==> config.mk <==
export PLATFORM = sky130hd
export DESIGN_NAME = mcfe_merge
export DESIGN_NICKNAME = d
export VERILOG_FILES = /design/src/rtl/mcfe_pkg.sv /design/src/rtl/mcfe_merge.sv
export SDC_FILE = /design/constraint.sdc
export NUM_CORES = 1
export LEC_CHECK = 0
export CAP_MARGIN = 20
export CELL_PAD_IN_SITES_DETAIL_PLACEMENT = 0
export CELL_PAD_IN_SITES_GLOBAL_PLACEMENT = 1
export CORE_AREA = 2 2 262 264
export CTS_CLUSTER_DIAMETER = 100
export CTS_CLUSTER_SIZE = 8
export DETAILED_ROUTE_END_ITERATION = 7
export DIE_AREA = 0 0 264 266
export DONT_BUFFER_PORTS = 1
export PLACE_DENSITY = 0.56
export SYNTH_ARGS = -nofsm -noshare
export SYNTH_HDL_FRONTEND = slang
export SYNTH_SLANG_ARGS = --single-unit
==> constraint.sdc <==
create_clock -name clock -period 65.4 [get_ports clock]
set_input_delay 3.27 -clock clock [delete_from_list [all_inputs] [get_ports clock]]
set_output_delay 3.27 -clock clock [all_outputs]
set_load 0.03 [all_outputs]
==> src/rtl/mcfe_pkg.sv <==
// Shared types, constants and face tables for the mesh contact face extractor.
`timescale 1ns / 1ps
package mcfe_pkg;

   localparam int NODE_W         = 20;
   localparam int ELEM_W         = 32;
   localparam int SURF_W         = 16;
   localparam int NUM_NODES      = 8;
   localparam int NUM_FACES      = 6;
   localparam int NUM_TET_FACES  = 4;
   localparam int HEX_THRESHOLD  = 4;
   localparam int TET_THRESHOLD  = 3;
   localparam int NODE_COUNT_DEF = 1048576;

   // flag store row geometry
   localparam int ROW_BITS   = 16;
   localparam int ROW_SEL_W  = 4;
   localparam int ROW_ADDR_W = 20;

   localparam logic KIND_FLAG = 1'b0;
   localparam logic KIND_ELEM = 1'b1;

   // corner order of each face, node numbers from 0
   localparam logic [0:NUM_FACES-1][0:3][2:0] HEX_FACE = '{
      '{3'd0, 3'd1, 3'd2, 3'd3}, '{3'd7, 3'd6, 3'd5, 3'd4}, '{3'd0, 3'd3, 3'd7, 3'd4},
      '{3'd1, 3'd0, 3'd4, 3'd5}, '{3'd2, 3'd1, 3'd5, 3'd6}, '{3'd3, 3'd2, 3'd6, 3'd7}
   };
   localparam logic [0:NUM_TET_FACES-1][0:2][2:0] TET_FACE = '{
      '{3'd0, 3'd1, 3'd2}, '{3'd0, 3'd2, 3'd3}, '{3'd0, 3'd3, 3'd1}, '{3'd2, 3'd1, 3'd3}
   };

   typedef struct packed {
      logic              kind;
      logic [ELEM_W-1:0] element_id;
      logic              hex_element;
      logic [NODE_W-1:0] node_a;
      logic [NODE_W-1:0] node_b;
      logic [NODE_W-1:0] node_c;
      logic [NODE_W-1:0] node_d;
      logic [NODE_W-1:0] node_e;
      logic [NODE_W-1:0] node_f;
      logic [NODE_W-1:0] node_g;
      logic [NODE_W-1:0] node_h;
      logic              flag_value;
   } req_type;

   typedef struct packed {
      logic [ELEM_W-1:0] face_element;
      logic [NODE_W-1:0] corner_1;
      logic [NODE_W-1:0] corner_2;
      logic [NODE_W-1:0] corner_3;
      logic [NODE_W-1:0] corner_4;
      logic              quad_face;
      logic [SURF_W-1:0] face_surface;
      logic              face_valid;
      logic              accepted;
      logic              last;
   } rsp_type;

   typedef struct packed {
      logic                  rd_en;
      logic                  wr_en;
      logic [ROW_ADDR_W-1:0] row;
      logic [ROW_BITS-1:0]   wdata;
   } store_req_type;

   typedef struct packed {
      logic                   enable;
      logic                   quad;
      logic [3:0]             flags;
      logic [3:0][NODE_W-1:0] nodes;
   } face_in_type;

   typedef struct packed {
      logic                   match;
      logic                   quad;
      logic [3:0][NODE_W-1:0] corners;
   } face_type;

   typedef struct packed {
      logic              start;
      logic              accepted;
      logic [ELEM_W-1:0] element_id;
   } merge_load_type;

   function automatic logic [ROW_ADDR_W-1:0] row_of(input logic [NODE_W-1:0] node);
      return ROW_ADDR_W'(node >> ROW_SEL_W);
   endfunction

endpackage

==> src/rtl/mcfe_merge.sv <==
// Merge stage: emits matched faces in face order, or one status beat.
`timescale 1ns / 1ps
module mcfe_merge
   import mcfe_pkg::*;
(
   input  logic              clock,
   input  logic              reset,
   input  merge_load_type    load,
   input  face_type          faces [NUM_FACES],
   input  logic [SURF_W-1:0] surface,
   output logic              idle,
   output logic              rsp_valid,
   input  logic              rsp_ready,
   output rsp_type           rsp_data
);

   localparam int SEL_W = $clog2(NUM_FACES);

   logic [NUM_FACES-1:0] pend_ff, pend_in;
   logic                 status_ff, status_in;
   logic                 acc_ff;
   logic [ELEM_W-1:0]    elem_ff;
   face_type             face_ff [NUM_FACES];
   logic                 rsp_valid_ff, rsp_valid_in;
   rsp_type              rsp_data_ff, rsp_data_in;
   logic [NUM_FACES-1:0] match_mask;
   logic [NUM_FACES-1:0] pend_rest;
   logic [SEL_W-1:0]     sel;
   logic                 busy;
   logic                 emit;

   assign busy = status_ff | (|pend_ff);
   assign emit = busy & (~rsp_valid_ff | rsp_ready);

   always_comb begin
      sel = '0;
      for (int i = NUM_FACES - 1; i >= 0; i--) begin
         if (pend_ff[i]) begin
            sel = SEL_W'(i);
         end
      end
      for (int i = 0; i < NUM_FACES; i++) begin
         match_mask[i] = faces[i].match;
      end
   end

   assign pend_rest = pend_ff & ~(NUM_FACES'(1) << sel);

   always_comb begin
      pend_in      = pend_ff;
      status_in    = status_ff;
      rsp_valid_in = rsp_valid_ff;
      rsp_data_in  = rsp_data_ff;
      if (rsp_ready) begin
         rsp_valid_in = 1'b0;
      end
      if (emit) begin
         rsp_valid_in             = 1'b1;
         rsp_data_in.face_element = elem_ff;
         rsp_data_in.face_surface = surface;
         rsp_data_in.accepted     = acc_ff;
         if (status_ff) begin
            status_in               = 1'b0;
            rsp_data_in.corner_1    = '0;
            rsp_data_in.corner_2    = '0;
            rsp_data_in.corner_3    = '0;
            rsp_data_in.corner_4    = '0;
            rsp_data_in.quad_face   = 1'b0;
            rsp_data_in.face_valid  = 1'b0;
            rsp_data_in.last        = 1'b1;
         end else begin
            pend_in                 = pend_rest;
            rsp_data_in.corner_1    = face_ff[sel].corners[0];
            rsp_data_in.corner_2    = face_ff[sel].corners[1];
            rsp_data_in.corner_3    = face_ff[sel].corners[2];
            rsp_data_in.corner_4    = face_ff[sel].corners[3];
            rsp_data_in.quad_face   = face_ff[sel].quad;
            rsp_data_in.face_valid  = 1'b1;
            rsp_data_in.last        = ~(|pend_rest);
         end
      end else if (load.start) begin
         pend_in   = load.accepted ? match_mask : '0;
         status_in = ~load.accepted | ~(|match_mask);
      end
   end

   always_ff @(posedge clock) begin
      if (reset) begin
         pend_ff      <= '0;
         status_ff    <= 1'b0;
         rsp_valid_ff <= 1'b0;
      end else begin
         pend_ff      <= pend_in;
         status_ff    <= status_in;
         rsp_valid_ff <= rsp_valid_in;
      end
   end

   always_ff @(posedge clock) begin
      rsp_data_ff <= rsp_data_in;
      if (load.start && !busy) begin
         acc_ff  <= load.accepted;
         elem_ff <= load.element_id;
         for (int i = 0; i < NUM_FACES; i++) begin
            face_ff[i] <= faces[i];
         end
      end
   end

   assign idle      = ~busy;
   assign rsp_valid = rsp_valid_ff;
   assign rsp_data  = rsp_data_ff;

   a_start_idle: assert property (@(posedge clock) disable iff (reset)
      load.start |-> !busy)
      else $error("merge loaded while still emitting");

   a_status_last: assert property (@(posedge clock) disable iff (reset)
      rsp_valid && !rsp_data.face_valid |-> rsp_data.last)
      else $error("status beat not marked last");

   a_face_accepted: assert property (@(posedge clock) disable iff (reset)
      rsp_valid && rsp_data.face_valid |-> rsp_data.accepted)
      else $error("face emitted for rejected element");

   a_one_kind: assert property (@(posedge clock) disable iff (reset)
      !(status_ff && (|pend_ff)))
      else $error("status and faces pending together");

endmodule

==> run metrics <==
status completed; initial drt markers about 1.1k; IO Pins roughly 680; Final Cell Area ~28,000 sq um; ys async rst share 0; Worst path slowest cell or4_4; H-tree Lvls 3; ys flop type edfxtp_1; drt via density around 5.6; most frequent cells in the layout edfxtp_1, clkbuf_16, inv_1; layout cells sized above 1 0.1338; CTS resizes 0; WHS between 0.4 and 0.5 ns; WHS Path Cells 0; commonest non-fill, non-tap cell in the layout edfxtp_1; TritonCTS clock tree built; Slew Limit Fails 0; R2R cell count 5; Unique masters post-synth 45; Tightest Pin Transition approximately 1.1 ns; postcts setup bufs 0; TritonCTS buffer count 92; antenna violations before repair 57; final hold violation count 0; Fillers around 6.0k; core region area between 60,000 and 70,000 sq um; DP Area between 20,000 and 30,000 sq um; Cell Chain, Critical Path or4_4, nor3_4; Clk pin slew, worst setup/hold paths around 0.050 ns; top post-synthesis cells by area edfxtp_1, or4bb_1, mux2i_1; total die area around 70,000 sq um; gr usage total 0.1905; largest net degree at the start of global routing roughly 160; Buf+Inv Stages, Crit Path 0; via count ~13k; # rows between 90 and 100; Syn Nets 1,857; Tightest Hold Check Type flop to flop; Syn Inst Count around 1.3k; WL/cell between 30 and 40 microns; GRT overflow 0; Max VDD drop about 23 uV; Routed WL just under 70,000 microns; CP Data Required Time a little over 60 ns; sequential-to-total area share from yosys stat 0.7918; Synth area leader edfxtp_1; setup TNS 0 ns; setup violators final 0; PwrDens around 40 nW/um^2; Detail Route Antenna Nets 0; DRC 0; Leak around 0.0091 uW; Max-Cap Viols 0; crit path kind flop to output pin; Starting Density 0.3674; final period utilization 0.09340; Hold-fix buffers, CTS 0; Detailed Place HPWL about 46,000 microns; CP max stage delay ~0.88 ns; Worst Path Arrival 2.84 ns; CP endpoint kind output pin; RSZ-0062 raised after global routing false; family with the most delay on the worst path simple AND/OR/NAND/NOR gates; nets@finish about 1.9k; first-pass GRT wire length 95,410 microns; RD Place Congestion 0.8327; CTS Buffer Depth 3; number of enable flip-flop cells after synthesis between 600 and 700; FF+latch count, synth 659; Synth top area share 0.7854; worst relative slew slack 0.2855; yosys warns 0; Post-Syn Area 24,890 sq um; Avg Cell Area, Syn 18.97 sq um; Root Driver clkbuf_16; Final Total Pwr between 1000 and 1500 uW; min Tclk post-route a little over 6 ns; Layout Skew around 0.013 ns; Die W around 260 microns; Worst path depth 2; Clk Latency, worst-skew pair around 0.62 ns; max frequency 0.1637 GHz; vias in the first global route ~13k; drt pass-1 iters 5; Die Y roughly 270 microns; CP Launch Type flop; Area Growth Syn to Fin 13.87%; crit path max fanout 91; Clock Sink Count between 600 and 700; Port Buffers 0
==> cells in the mapped netlist, drive strengths merged (2+ instances only) <==
master and count:
clkbuf 63, inv 85, dfxtp 8, a21oi 6, nand2 4, nor2 7, buf 40, a221oi 82
nor3 7, o21ai 7, nand4 3, mux2i 82, o221ai 80, a211oi 81, or4bb 80, or4 3
nand2b 2, edfxtp 651, nand3 3, or4b 2, a31oi 2
==> state kept, by name (all words and copies together), names as in the netlist <==
register	count
rsp_data	132
pend_ff	6
face_ff	486
status_ff	1
rsp_valid	1
elem_ff	32
acc_ff	1
==> kinds of logic (layout without fill, tap and decap cells) <==
family / Yosys count / after routing / share of synthesized area
AOI/OAI and AO/OA: 266 / 266 / 0.09626
buffers and inverters: 188 / 221 / 0.03343
DFF: 659 / 659 / 0.7918
muxes: 83 / 83 / 0.03343
other: 0 / 27 / 0
and+or+nand+nor: 116 / 116 / 0.04509
==> per-stage QoR <==
step	util	instances	worst slack [ns]
5_1_grt	0.4180	2242	59.17
4_1_cts	0.4174	2227	59.20
3_5_place_dp	0.3798	2113	59.51
3_3_place_gp	0.3798	2113	59.56
6_report	0.4184	2254	59.29
2_1_floorplan	-	1312	10.86
==> per-layer routing <==
metal / vias to the layer above / global-route usage / part of all wire
met5: - / 0 / 0.0053
met4: 56 / 0.07693 / 0.028
met3: 168 / 0.07800 / 0.093
met2: 574 / 0.3246 / 0.51
met1: 6333 / 0.2118 / 0.36
li1: 5486 / - / -
==> final timing paths <==
kind | start | endpoint | slack, ns
setup reg to reg | pend_ff[2]$_SDFFE_PP0P_ | face_ff[0][48]$_DFFE_PP_ | 60.76
setup / recovery | pend_ff[2]$_SDFFE_PP0P_ | idle | 59.29
hold reg to reg | elem_ff[18]$_DFFE_PP_ | rsp_data[118]$_DFFE_PP_ | 0.41
hold / removal | elem_ff[18]$_DFFE_PP_ | rsp_data[118]$_DFFE_PP_ | 0.41
==> report_power, final <==
part | total, uW | leakage, uW | internal [uW] | switching, uW
Combinational | 107 | 0.00164 | 32.6 | 74.5
Sequential | 606 | 0.00625 | 545 | 60.6
Clock | 428 | 0.00123 | 260 | 168
Total | 1140 | 0.00913 | 838 | 303
==> final cells by class <==
class,instances,area (sq um),area share
Timing Repair Buffer,22,177.7,0.006268
Inverter,85,319.1,0.01126
Clock inverter,5,140.1,0.004944
Clock buffer,109,2409,0.08497
Antenna cell,27,67.56,0.002384
Tap cell,882,1104,0.03893
Sequential cell,659,19720,0.6959
Multi-Input combinational cell,465,4404,0.1554
Note: power is estimated with default switching activity, not from simulation.
