`src/rtl/mcfe_pkg.sv`:
```
// Shared types, constants and face tables for the mesh contact face extractor.
`timescale 1ns / 1ps
package mcfe_pkg;

   localparam int NODE_W         = 20;
   localparam int ELEM_W         = 32;
   localparam int SURF_W         = 16;
   localparam int NUM_NODES      = 8;
   localparam int NUM_FACES      = 6;
   localparam int NUM_TET_FACES  = 4;
   localparam int HEX_THRESHOLD  = 4;
   localparam int TET_THRESHOLD  = 3;
   localparam int NODE_COUNT_DEF = 1048576;

   // flag store row geometry
   localparam int ROW_BITS   = 16;
   localparam int ROW_SEL_W  = 4;
   localparam int ROW_ADDR_W = 20;

   localparam logic KIND_FLAG = 1'b0;
   localparam logic KIND_ELEM = 1'b1;

   // corner order of each face, node numbers from 0
   localparam logic [0:NUM_FACES-1][0:3][2:0] HEX_FACE = '{
      '{3'd0, 3'd1, 3'd2, 3'd3}, '{3'd7, 3'd6, 3'd5, 3'd4}, '{3'd0, 3'd3, 3'd7, 3'd4},
      '{3'd1, 3'd0, 3'd4, 3'd5}, '{3'd2, 3'd1, 3'd5, 3'd6}, '{3'd3, 3'd2, 3'd6, 3'd7}
   };
   localparam logic [0:NUM_TET_FACES-1][0:2][2:0] TET_FACE = '{
      '{3'd0, 3'd1, 3'd2}, '{3'd0, 3'd2, 3'd3}, '{3'd0, 3'd3, 3'd1}, '{3'd2, 3'd1, 3'd3}
   };

   typedef struct packed {
      logic              kind;
      logic [ELEM_W-1:0] element_id;
      logic              hex_element;
      logic [NODE_W-1:0] node_a;
      logic [NODE_W-1:0] node_b;
      logic [NODE_W-1:0] node_c;
      logic [NODE_W-1:0] node_d;
      logic [NODE_W-1:0] node_e;
      logic [NODE_W-1:0] node_f;
      logic [NODE_W-1:0] node_g;
      logic [NODE_W-1:0] node_h;
      logic              flag_value;
   } req_type;

   typedef struct packed {
      logic [ELEM_W-1:0] face_element;
      logic [NODE_W-1:0] corner_1;
      logic [NODE_W-1:0] corner_2;
      logic [NODE_W-1:0] corner_3;
      logic [NODE_W-1:0] corner_4;
      logic              quad_face;
      logic [SURF_W-1:0] face_surface;
      logic              face_valid;
      logic              accepted;
      logic              last;
   } rsp_type;

   typedef struct packed {
      logic                  rd_en;
      logic                  wr_en;
      logic [ROW_ADDR_W-1:0] row;
      logic [ROW_BITS-1:0]   wdata;
   } store_req_type;

   typedef struct packed {
      logic                   enable;
      logic                   quad;
      logic [3:0]             flags;
      logic [3:0][NODE_W-1:0] nodes;
   } face_in_type;

   typedef struct packed {
      logic                   match;
      logic                   quad;
      logic [3:0][NODE_W-1:0] corners;
   } face_type;

   typedef struct packed {
      logic              start;
      logic              accepted;
      logic [ELEM_W-1:0] element_id;
   } merge_load_type;

   function automatic logic [ROW_ADDR_W-1:0] row_of(input logic [NODE_W-1:0] node);
      return ROW_ADDR_W'(node >> ROW_SEL_W);
   endfunction

endpackage

```
`src/rtl/mcfe_face_lane.sv`:
```
// One face lane: tests that all corners of a face are flagged.
`timescale 1ns / 1ps
module mcfe_face_lane
   import mcfe_pkg::*;
(
   input  face_in_type lane_in,
   output face_type    lane_out
);

   logic all_set;

   assign all_set = lane_in.flags[0] & lane_in.flags[1] & lane_in.flags[2]
                  & (lane_in.flags[3] | ~lane_in.quad);

   always_comb begin
      lane_out.match      = lane_in.enable & all_set;
      lane_out.quad       = lane_in.quad;
      lane_out.corners[0] = lane_in.nodes[0];
      lane_out.corners[1] = lane_in.nodes[1];
      lane_out.corners[2] = lane_in.nodes[2];
      lane_out.corners[3] = lane_in.quad ? lane_in.nodes[3] : '0;
   end

endmodule

```
`config.mk`:
```
export PLATFORM = sky130hd
export DESIGN_NAME = mcfe_face_lane
export DESIGN_NICKNAME = d
export VERILOG_FILES = /design/src/rtl/mcfe_pkg.sv /design/src/rtl/mcfe_face_lane.sv
export SDC_FILE = /design/constraint.sdc
export NUM_CORES = 1
export LEC_CHECK = 0
export ABC_AREA = 1
export ABC_CLOCK_PERIOD_IN_PS = 800
export BUFFER_PORTS_ARGS = -buffer_cell sky130_fd_sc_hd__clkbuf_2
export CAP_MARGIN = 20
export CORE_AREA = 2 2 65 67
export DETAILED_ROUTE_END_ITERATION = 12
export DIE_AREA = 0 0 67 69
export PLACE_DENSITY = 0.66
export SYNTH_ARGS = -nofsm -noshare
export SYNTH_HDL_FRONTEND = slang
export SYNTH_SLANG_ARGS = --single-unit
```
`constraint.sdc`:
```
create_clock -name vclk -period 0.8
set_input_delay 0.16 -clock vclk [all_inputs]
set_output_delay 0.16 -clock vclk [all_outputs]
set_load 0.01 [all_outputs]
```
==> flow_metrics.env, run 1 <==
export IMPL_cp_start_kind="primary input"
export IMPL_setup_violations=19
export IMPL_hold_class="primary input to primary output"
export IMPL_drive_gt1_share_pct=90.9
export IMPL_layout_common_cells="28 x clkbuf_2, 18 x nand2_4, 18 x inv_2, 18 x buf_6"
export IMPL_cellLeakagePower_nw=0.570
export IMPL_globalRouteMet3Util_pct=2.77
export IMPL_switching_share_pct=44.6
export IMPL_fin_util_pct=21.6
export IMPL_min_period_ps=819
export IMPL_die_area_mm2=0.00462
export IMPL_final_common_cell="clkbuf_2"
export IMPL_p_switching_mw=0.195
export IMPL_fin_crit_sh_pct=102
export IMPL_ant_nets=0
export IMPL_grt_pass1_wl_um=2300
export IMPL_wl_per_cell_um=11.7
export IMPL_seq_area_frac_synth_pct=0
export IMPL_power_density_mw_per_mm2=515
export IMPL_io_buffers=48
export IMPL_violations="negative setup slack"
export IMPL_worst_setup_path_end_kind="primary output"
export IMPL_via_per_inst=3.42
export IMPL_area_growth_syn_to_layout_pct=29.0
export IMPL_max_slew_margin_rel_pct=94.5
export IMPL_overflow=0
export IMPL_tightest_slew_ps=83.0
export IMPL_cp_required_ps=640
export IMPL_ir_drop_mv=0.0936
export IMPL_synth_simple_area_share_pct=14.3
export IMPL_whs_endpoint="lane_out[13]"
export IMPL_syn_nets=196
export IMPL_p_int_mw=0.242
export IMPL_grt_busiest_layer="met2"
export IMPL_ys_top_cells_by_area="buf_4 70%, nand2_1 14%, inv_1 13%"
export IMPL_first_pass_iters=2
export IMPL_crit_fanout=6
export IMPL_maxCapViolCount=0
export IMPL_synthAdderAreaFrac_pct=0
export IMPL_antenna_cells=0
export IMPL_pre_cts_slack_ps=-49.3
export IMPL_synth_top_area_cell="buf_4"
export IMPL_initial_utilization_pct=16.8
export IMPL_remaining_drc_errors=0
export IMPL_slowest_delay_ps=150
export IMPL_fillers=451
export IMPL_cts_hold_buffers=0
export IMPL_cpMaxStageDelayCell="clkbuf_16"
export IMPL_nFlopsAndLatches=0
export IMPL_synth_top_family_by_area="buffers and inverters"
export IMPL_layout_nets=187
export IMPL_die_y_um=69
export IMPL_p_comb_share_pct=100.0
export IMPL_finalHoldViolations=0
export IMPL_core_area_mm2=0.00391
export IMPL_critPathBufInv=4
export IMPL_nClkBuffers=0
export IMPL_netlist_area_um2=657
export IMPL_synthMuxAreaShare_pct=0
export IMPL_hold_path_cell_count=0
export IMPL_drt_iter0_markers=3
export IMPL_worst_setup_path_type="primary input to primary output"
export IMPL_antenna_found_initial=0
export IMPL_fin_ws_ps=-19.4
export IMPL_grt_util_met2_pct=10.8
export IMPL_grt_util_met1_pct=5.31
export IMPL_rsz0062_at_grt="yes"
export IMPL_grt_pass1_vias=505
export IMPL_cpLargestDelayFamily="buffers and inverters"
export IMPL_instances_no_fill=149
export IMPL_finalWirelength_um=1740
export IMPL_syn_avg_cell_area_um2=5.97
export IMPL_gp_congestion=0.718
export IMPL_io_pins=168
export IMPL_seq_area_um2=0
export IMPL_synth_top_area_share_pct=69.7
export IMPL_outcome="finished with violations"
export IMPL_synth_xor_area_share_pct=0
export IMPL_hpwlAfterDp_um=1160
export IMPL_grt_max_degree=7
export IMPL_grt_usage_pct=6.21
export IMPL_p_seq_share_pct=0
export IMPL_syn_inst=110
export IMPL_holdWs_ps=320
export IMPL_die_w_um=67
export IMPL_synth_cell_types=5
export IMPL_multiInputGateArea_um2=234
export IMPL_synth_compound_area_share_pct=0
export IMPL_cp_cell_sequence="clkbuf_16, buf_12, nand2_4, inv_2, buf_6"
export IMPL_pwr_share_clk_pct=0
export IMPL_dp_cells=147
export IMPL_vias=509
export IMPL_worstHoldStart="lane_in[13]"
export IMPL_rows=23
export IMPL_maxSlewViolCount=0
export IMPL_arrival_ps=660
export IMPL_max_freq_ghz=1.22
export IMPL_yosys_warnings=0
Yosys cell counts:
master / n
buf_4: 61
nor2_1: 1
buf_6: 2
nand2_1: 24
inv_1: 22
timing repair:
| item | 4_1_cts | 5_1_grt |
|---|---|---|
| resized for setup | 21 | 77 |
| buffers inserted | 0 | 0 |
| gates cloned | 2 | 0 |
| pin swaps | 0 | 9 |
| setup endpoints to repair | 21 | 21 |
how the worst max path moves through the flow:
| stage | slack (ps) | from | end | depth (start not counted) |
|---|---|---|---|---|
| 2_1_floorplan | 210 | lane_in[82] | lane_out[81] | 4 |
| 3_3_place_gp | -30 | lane_in[84] | lane_out[78] | 5 |
| 3_5_place_dp | -50 | lane_in[84] | lane_out[74] | 5 |
| 4_1_cts | -10 | lane_in[84] | lane_out[69] | 5 |
| 5_1_grt | -40 | lane_in[84] | lane_out[76] | 5 |
| 6_report | -20 | lane_in[84] | lane_out[76] | 5 |
per-layer routing:
| layer | vias to the layer above | part of all wire (%) |
|---|---|---|
| met1 | 210 | 26 |
| met2 | 48 | 50 |
| met4 | 0 | 7.7 |
| met3 | 26 | 17 |
| li1 | 225 | - |
| met5 | - | 0 |
layout make-up:
class | instances | share of cell area (%)
well taps | 50 | 7.39
repair buffers | 52 | 55.2
multi-input cells | 25 | 27.6
inverters | 22 | 9.75
per-stage QoR:
step	setup TNS (ps)	total power [mW]	instance area [um2]
global route	-574	0.470	847
global placement	-419	0.231	519
detailed placement	-669	0.236	519
finish	-173	0.437	847
floorplan	0	0.409	657
CTS	-83.2	0.305	632
cell families after synthesis:
kind of cell,Yosys count
buf+inv,85
simple gates,25
power groups by stage:
stage / Sequential (mW) / Clock (mW) / Combinational, mW
detailed placement: 0 / 0 / 0.236
global placement: 0 / 0 / 0.231
global route: 0 / 0 / 0.470
finish: 0 / 0 / 0.437
CTS: 0 / 0 / 0.305
floorplan: 0 / 0 / 0.409
Power figures use the tool's default switching activity.
==> run 2, diff against run 1 <==
CAP_MARGIN = default   (was 20)
GPL_TIMING_DRIVEN = 0   (was default)
==> flow_metrics.env, run 2 (synthesized netlist as in run 1, its figures left out) <==
export IMPL_outcome="finished clean"
export IMPL_final_common_cell="clkbuf_2"
export IMPL_via_per_inst=3.43
export IMPL_finalHoldViolations=0
export IMPL_remaining_drc_errors=0
export IMPL_fin_crit_sh_pct=99.1
export IMPL_setup_violations=0
export IMPL_grt_pass1_wl_um=3140
export IMPL_hold_class="primary input to primary output"
export IMPL_hpwlAfterDp_um=2010
export IMPL_area_growth_syn_to_layout_pct=111
export IMPL_cpLargestDelayFamily="buffers and inverters"
export IMPL_cts_hold_buffers=0
export IMPL_power_mw=0.749
export IMPL_wl_per_cell_um=8.30
export IMPL_finalWirelength_um=2240
export IMPL_grt_pass1_vias=784
export IMPL_ir_drop_mv=0.244
export IMPL_seq_area_um2=0
export IMPL_grt_usage_pct=8.04
export IMPL_initial_utilization_pct=16.8
export IMPL_cts_setup_buffers=0
export IMPL_ant_nets=0
export IMPL_holdWs_ps=506
export IMPL_cpMaxStageDelayCell="clkbuf_16"
export IMPL_power_density_mw_per_mm2=541
export IMPL_antenna_cells=0
export IMPL_cellLeakagePower_nw=1.02
export IMPL_drive_gt1_share_pct=85.0
export IMPL_crit_cells=5
export IMPL_max_freq_ghz=1.26
export IMPL_die_area_mm2=0.00462
export IMPL_crit_fanout=6
export IMPL_hold_path_cell_count=2
export IMPL_grt_max_degree=7
export IMPL_tightest_slew_ps=81.9
export IMPL_nClkBuffers=0
export IMPL_rsz0062_at_grt="yes"
export IMPL_antenna_found_initial=0
export IMPL_cp_required_ps=640
export IMPL_drt_iter0_markers=0
export IMPL_die_w_um=67
export IMPL_critPathBufInv=4
export IMPL_maxSlewViolCount=0
export IMPL_gp_congestion=0.681
export IMPL_nFlopsAndLatches=0
export IMPL_overflow=0
export IMPL_die_y_um=69
export IMPL_layout_nets=308
export IMPL_io_buffers=108
export IMPL_slowest_delay_ps=140
export IMPL_rows=23
export IMPL_max_slew_margin_rel_pct=94.6
export IMPL_min_period_ps=792
export IMPL_io_pins=168
export IMPL_first_pass_iters=1
export IMPL_worst_setup_path_end_kind="primary output"
export IMPL_vias=927
export IMPL_arrival_ps=630
export IMPL_core_area_mm2=0.00391
export IMPL_maxCapViolCount=0
export IMPL_cp_cell_sequence="clkbuf_16, buf_6, nand2_2, inv_1, buf_2"
export IMPL_worst_setup_path_type="primary input to primary output"
export IMPL_layout_common_cells="94 x clkbuf_2, 61 x buf_4, 18 x inv_1"
export IMPL_cp_start_kind="primary input"
-- run 2: metal layers --
layer / track usage [%] / share of wire (%) / up-vias
li1: - / - / 465
met3: 0.653 / 16 / 0
met5: 0 / 0 / -
met1: 7.97 / 28 / 374
met2: 17.7 / 55 / 88
met4: 0 / 0 / 0
-- run 2: cell type report --
type               count  area [um2]
fillers              430        2530
repair buffers       110         637
plain buffers         63         484
multi-input cells     25         119
inverters             22        82.6
well taps             50        62.6
-- run 2: worst paths after layout --
| path | from | endpoint | slack (ps) |
|---|---|---|---|
| worst max-delay path | lane_in[84] | lane_out[77] | 8 |
| worst min-delay path | lane_in[41] | lane_out[41] | 510 |
-- run 2: per-stage QoR --
stage | cell area [um2] | TNS [ps] | setup slack, ps | cells | util [%]
finish | 1390 | 0 | 7.56 | 270 | 35.4
global route | 1390 | -238 | -23.0 | 270 | 35.4
CTS | 1310 | 0 | 0.648 | 270 | 33.4
detailed placement | 1260 | -958 | -62.7 | 268 | 32.2
global placement | 1260 | -749 | -55.5 | 268 | 32.2
floorplan | 657 | 0 | 211 | 110 | -
-- run 2: what timing repair did --
item | 4_1_cts | 5_1_grt
resized for setup | 8 | 36
setup endpoints to repair | 20 | 21
cloned | 2 | 0
-- run 2: power breakdown --
part	leakage, nW	total [mW]	internal [mW]	switching [mW]
logic	1.02	0.749	0.450	0.299
registers	0	0	0	0
clock network	0	0	0	0
